<file path="src/rtl/mpqt_pkg.sv">
`timescale 1ns / 1ps
// ----------------------------------------------------------------------------
// mpqt_pkg
// Shared types and codes for the sorted-cell priority queue.
// ----------------------------------------------------------------------------
package mpqt_pkg;

  localparam int MARKS_W = 16;
  localparam int ROLL_W  = 16;
  localparam int TAG_W   = 64;
  localparam int MODE_W  = 2;

  typedef logic [MODE_W-1:0] mode_t;

  localparam mode_t MODE_INSERT = 2'd0;
  localparam mode_t MODE_PEEK   = 2'd1;
  localparam mode_t MODE_POP    = 2'd2;

  typedef struct packed {
    logic [MARKS_W-1:0] marks;
    logic [ROLL_W-1:0]  roll;
    logic [TAG_W-1:0]   tag;
  } rec_t;

  typedef struct packed {
    logic cmp_en;
    logic ins_en;
    logic pop_en;
  } cell_ctrl_t;

  typedef enum logic [2:0] {
    ST_IDLE,
    ST_CMP,
    ST_DECIDE,
    ST_APPLY,
    ST_REPORT
  } state_t;

endpackage

</file>
<file path="src/rtl/mpqt_cell.sv">
`timescale 1ns / 1ps
// ----------------------------------------------------------------------------
// mpqt_cell
// One slot of the sorted row: compares the key, shifts toward either neighbor.
// ----------------------------------------------------------------------------
module mpqt_cell (
  input  logic                          clk,
  input  mpqt_pkg::cell_ctrl_t          ctrl,
  input  logic [mpqt_pkg::MARKS_W-1:0]  key_marks,
  input  logic [mpqt_pkg::ROLL_W-1:0]   key_roll,
  input  logic [mpqt_pkg::TAG_W-1:0]    key_tag,
  input  logic                          occ,
  input  mpqt_pkg::rec_t                left_rec,
  input  logic                          left_ahead,
  input  mpqt_pkg::rec_t                right_rec,
  output mpqt_pkg::rec_t                rec,
  output logic                          ahead,
  output logic                          eq
);
  import mpqt_pkg::*;

  rec_t rec_r, rec_nxt;
  logic ahead_r, ahead_nxt;
  logic eq_r, eq_nxt;
  logic key_gt;
  logic key_eq;

  assign key_gt = (key_marks > rec_r.marks) ||
                  ((key_marks == rec_r.marks) && (key_roll < rec_r.roll));
  assign key_eq = (key_marks == rec_r.marks) && (key_roll == rec_r.roll);

  always_comb begin
    ahead_nxt = ahead_r;
    eq_nxt    = eq_r;
    if (ctrl.cmp_en) begin
      ahead_nxt = !occ || key_gt;
      eq_nxt    = occ && key_eq;
    end
  end

  always_comb begin
    rec_nxt = rec_r;
    if (ctrl.ins_en) begin
      if (left_ahead) begin
        rec_nxt = left_rec;
      end else if (ahead_r) begin
        rec_nxt.marks = key_marks;
        rec_nxt.roll  = key_roll;
        rec_nxt.tag   = key_tag;
      end
    end else if (ctrl.pop_en) begin
      rec_nxt = right_rec;
    end
  end

  always_ff @(posedge clk) begin
    rec_r   <= rec_nxt;
    ahead_r <= ahead_nxt;
    eq_r    <= eq_nxt;
  end

  assign rec   = rec_r;
  assign ahead = ahead_r;
  assign eq    = eq_r;

endmodule
</file>
<file path="config.mk">
export PLATFORM = sky130hd
export DESIGN_NAME = mpqt_cell
export DESIGN_NICKNAME = d
export VERILOG_FILES = /design/src/rtl/mpqt_pkg.sv /design/src/rtl/mpqt_cell.sv
export SDC_FILE = /design/constraint.sdc
export NUM_CORES = 1
export LEC_CHECK = 0
export BUFFER_PORTS_ARGS = -buffer_cell sky130_fd_sc_hd__buf_2
export CORE_AREA = 3 3 152 154
export CTS_CLUSTER_SIZE = 25
export DETAILED_ROUTE_END_ITERATION = 10
export DIE_AREA = 0 0 155 157
export PLACE_DENSITY = 0.66
export SYNTH_ARGS = -nofsm -noshare
export SYNTH_HDL_FRONTEND = slang
export SYNTH_SLANG_ARGS = --single-unit
</file>
<file path="constraint.sdc">
create_clock -name clk -period 9.9 [get_ports clk]
set_clock_uncertainty 0.15 [all_clocks]
set_input_delay 2.475 -clock clk [delete_from_list [all_inputs] [get_ports clk]]
set_output_delay 2.475 -clock clk [all_outputs]
set_load 0.02 [all_outputs]
</file>
==> results.py <==
metrics = {
    "timing": {
        "setup_viol": 0,
        "final_hold_viol_count": 0,
        "setup_ws_ps": 5399,
        "tightestPinTransition_ps": 924.3,
        "drv_slew": 0,
        "setup-tns-final_ps": 0,
        "finalCritPeriodShare_pct": 45.47,
        "fin_crit_ps": 4501,
        "slew_headroom_pct": 38.38,
        "fmax_ghz": 0.2222,
        "rsz0062_at_grt": "false",
    },
    "synthesis": {
        "syn_avg_cell_area_sq_um": 10.77,
        "yosys_warnings": 0,
        "netlist_area_sq_mm": 0.005773,
        "synth_cell_types": 28,
        "syn_inst": 536,
        "synth_seq_cells": 98,
        "yosysSeqAreaShare_pct": 50.98,
        "synth_nets": 862,
    },
    "clocking": {
        "cts-resized-gates": 0,
        "cts_hold_buf": 0,
        "post_cts_buffers": 0,
        "clock_latency_ps": 350,
        "cts_tree": "done",
        "cts_root_buf": "clkbuf_16",
        "cts_made_buffers": 9,
        "path_clk_slew_ps": 60,
        "htreeDepth": 3,
        "cts_buffer_depth": 2,
        "cts_sinks": 98,
    },
    "drt": {
        "drtIter0Drc": 317,
        "ant_nets": 0,
        "wire_per_inst_um": 16.98,
        "totalWireLength_um": 20310,
        "vias_per_cell": 4.539,
        "vias": 5429,
        "drt-pass1-iter-count": 6,
        "drc": 0,
    },
    "critical_path": {
        "cp-start-kind": "primary input",
        "criticalPathCategory": "primary input to flop",
        "cp.required_ps": 9720,
        "cp_max_fo": 64,
        "reg2reg_depth": 6,
        "critPathArrivalTime_ps": 4320,
        "worstSetupEndpointType": "flop",
    },
    "hold_path": {
        "hold_path_depth": 3,
        "min_path_type": "flop to flop",
    },
    "finish": {
        "fin_util_pct": 37.88,
        "fillers": 2225,
        "fin_nets": 1235,
        "final_cell_mix": "389 x buf_2, 109 x a21oi_1, 98 x nor2_1, 98 x edfxtp_1, 96 x mux2i_1",
        "drive_above_1_share_pct": 45.24,
        "areaGrowthSynthToFinish_pct": 43.19,
        "seq_area_sq_mm": 0.002943,
        "stdcell_area_sq_mm": 0.008267,
        "multiInputGateArea_sq_mm": 0.002531,
        "final_common_cell": "buf_2",
    },
    "die": {
        "dieArea_sq_mm": 0.02434,
        "initial_core_util_pct": 26.45,
        "core_region_area_sq_mm": 0.02182,
        "fp-row-count": 54,
        "die-width_um": 155,
        "io_pins": 392,
        "die-height_um": 157,
    },
    "global_route": {
        "grt_usage_pct": 15.51,
        "grt_pass1_vias": 5444,
        "grt_max_degree": 122,
        "grt_pass1_wl_um": 29190,
        "antenna_found_initial": 4,
        "grt-ovfl-total": 0,
    },
    "placement": {
        "place_ws_ps": 5033,
        "gp_congestion": 0.8654,
        "placed_area_sq_mm": 0.007944,
        "place.detailed.hpwl_um": 16270,
        "portBuffers": 391,
    },
    "run": {
        "drv_cap": 0,
    },
    "power": {
        "vdd_drop_max_mv": 0.06885,
        "finalPower_mw": 1.194,
        "power_density_mw_per_mm2": 144.5,
        "p_leak_nw": 4.093,
    },
    "outcome": {
        "status": "finished clean",
    },
}
[cell families (layout without fill, tap and decap cells)]
group / after synthesis / count (layout) / synth area share, %
AOI/OAI and AO/OA: 124 / 124 / 11.36
and+or+nand+nor: 120 / 120 / 8.712
DFF: 98 / 98 / 50.98
muxes: 96 / 96 / 16.64
buffers and inverters: 66 / 443 / 5.375
adders and majority gates: 32 / 32 / 6.935
other: 0 / 3 / 0
[final cells by class]
| type | count | area share, % |
|---|---|---|
| flip-flops and latches | 98 | 35.60 |
| multi-input cells | 372 | 30.62 |
| repair buffers | 395 | 24.14 |
| well taps | 280 | 4.238 |
| clock buffers | 10 | 2.770 |
| inverters | 33 | 1.498 |
| clock inverters | 5 | 1.044 |
| diodes | 3 | 0.09081 |
[layer usage]
layer / share of wire, % / vias up / track usage, % / wire, um
met5: 0.064 / - / 0 / 13
met4: 2.1 / 2 / 4.878 / 426
met3: 9.6 / 22 / 5.224 / 1941
met2: 50 / 263 / 26.92 / 10150
met1: 38 / 2446 / 18.16 / 7780
li1: - / 2696 / - / -
[synthesized netlist by cell type]
cell type  number  share of area [%]
and4_1          2               0.30
a2bb2oi_1       1               0.15
nor2_1         98                6.4
buf_4           6               0.78
buf_6           4               0.78
nand2_1         5               0.33
nand3_1         3               0.26
nor4bb_1        1               0.17
mux2i_1        96                 17
o31ai_1         1               0.13
inv_1          33                2.1
edfxtp_1       98                 51
o211ai_1        1               0.13
a211oi_1        1               0.13
clkbuf_1        9               0.59
nor3_1          1              0.087
o21a_1          1               0.13
a21oi_1       110                9.5
nand4_1         7               0.76
a2111oi_2       1               0.26
nor4_2          1               0.22
buf_2           8               0.69
nor2b_1         2               0.22
ha_1           32                6.9
a21oi_2         1               0.15
buf_1           6               0.39
o21ai_0         4               0.35
a21o_1          3               0.39
[critical path: stages]
cell,delay [ps]
buf_4,570
nor2_1,190
a21oi_4,190
buf_4,650
[stage by stage]
step           hold WS [ps]  std cells
2_1_floorplan         785.9        536
3_3_place_gp          682.5       1178
3_5_place_dp          706.8       1178
4_1_cts               722.1       1193
5_1_grt               793.6       1195
6_report              723.0       1196
[flip-flops by register name, summed over array words and instances, names as in the netlist]
register and count:
ahead 1, rec 96, eq 1
[worst paths after layout]
| kind | to | slack (ps) | from |
|---|---|---|---|
| max | rec[54]$_DFFE_PP_ | 5400 | left_ahead |
| min reg2reg | eq$_DFFE_PP_ | 720 | rec[66]$_DFFE_PP_ |
| max reg2reg | ahead$_DFFE_PP_ | 7790 | rec[78]$_DFFE_PP_ |
| min | eq$_DFFE_PP_ | 720 | rec[66]$_DFFE_PP_ |
[power by group]
group          switching, mW  internal, mW  leakage [nW]
combinational          0.171         0.119          2.97
sequential            0.0140         0.507         0.967
clock                  0.160         0.223         0.154
No activity file was read; power rests on OpenSTA's default activity.
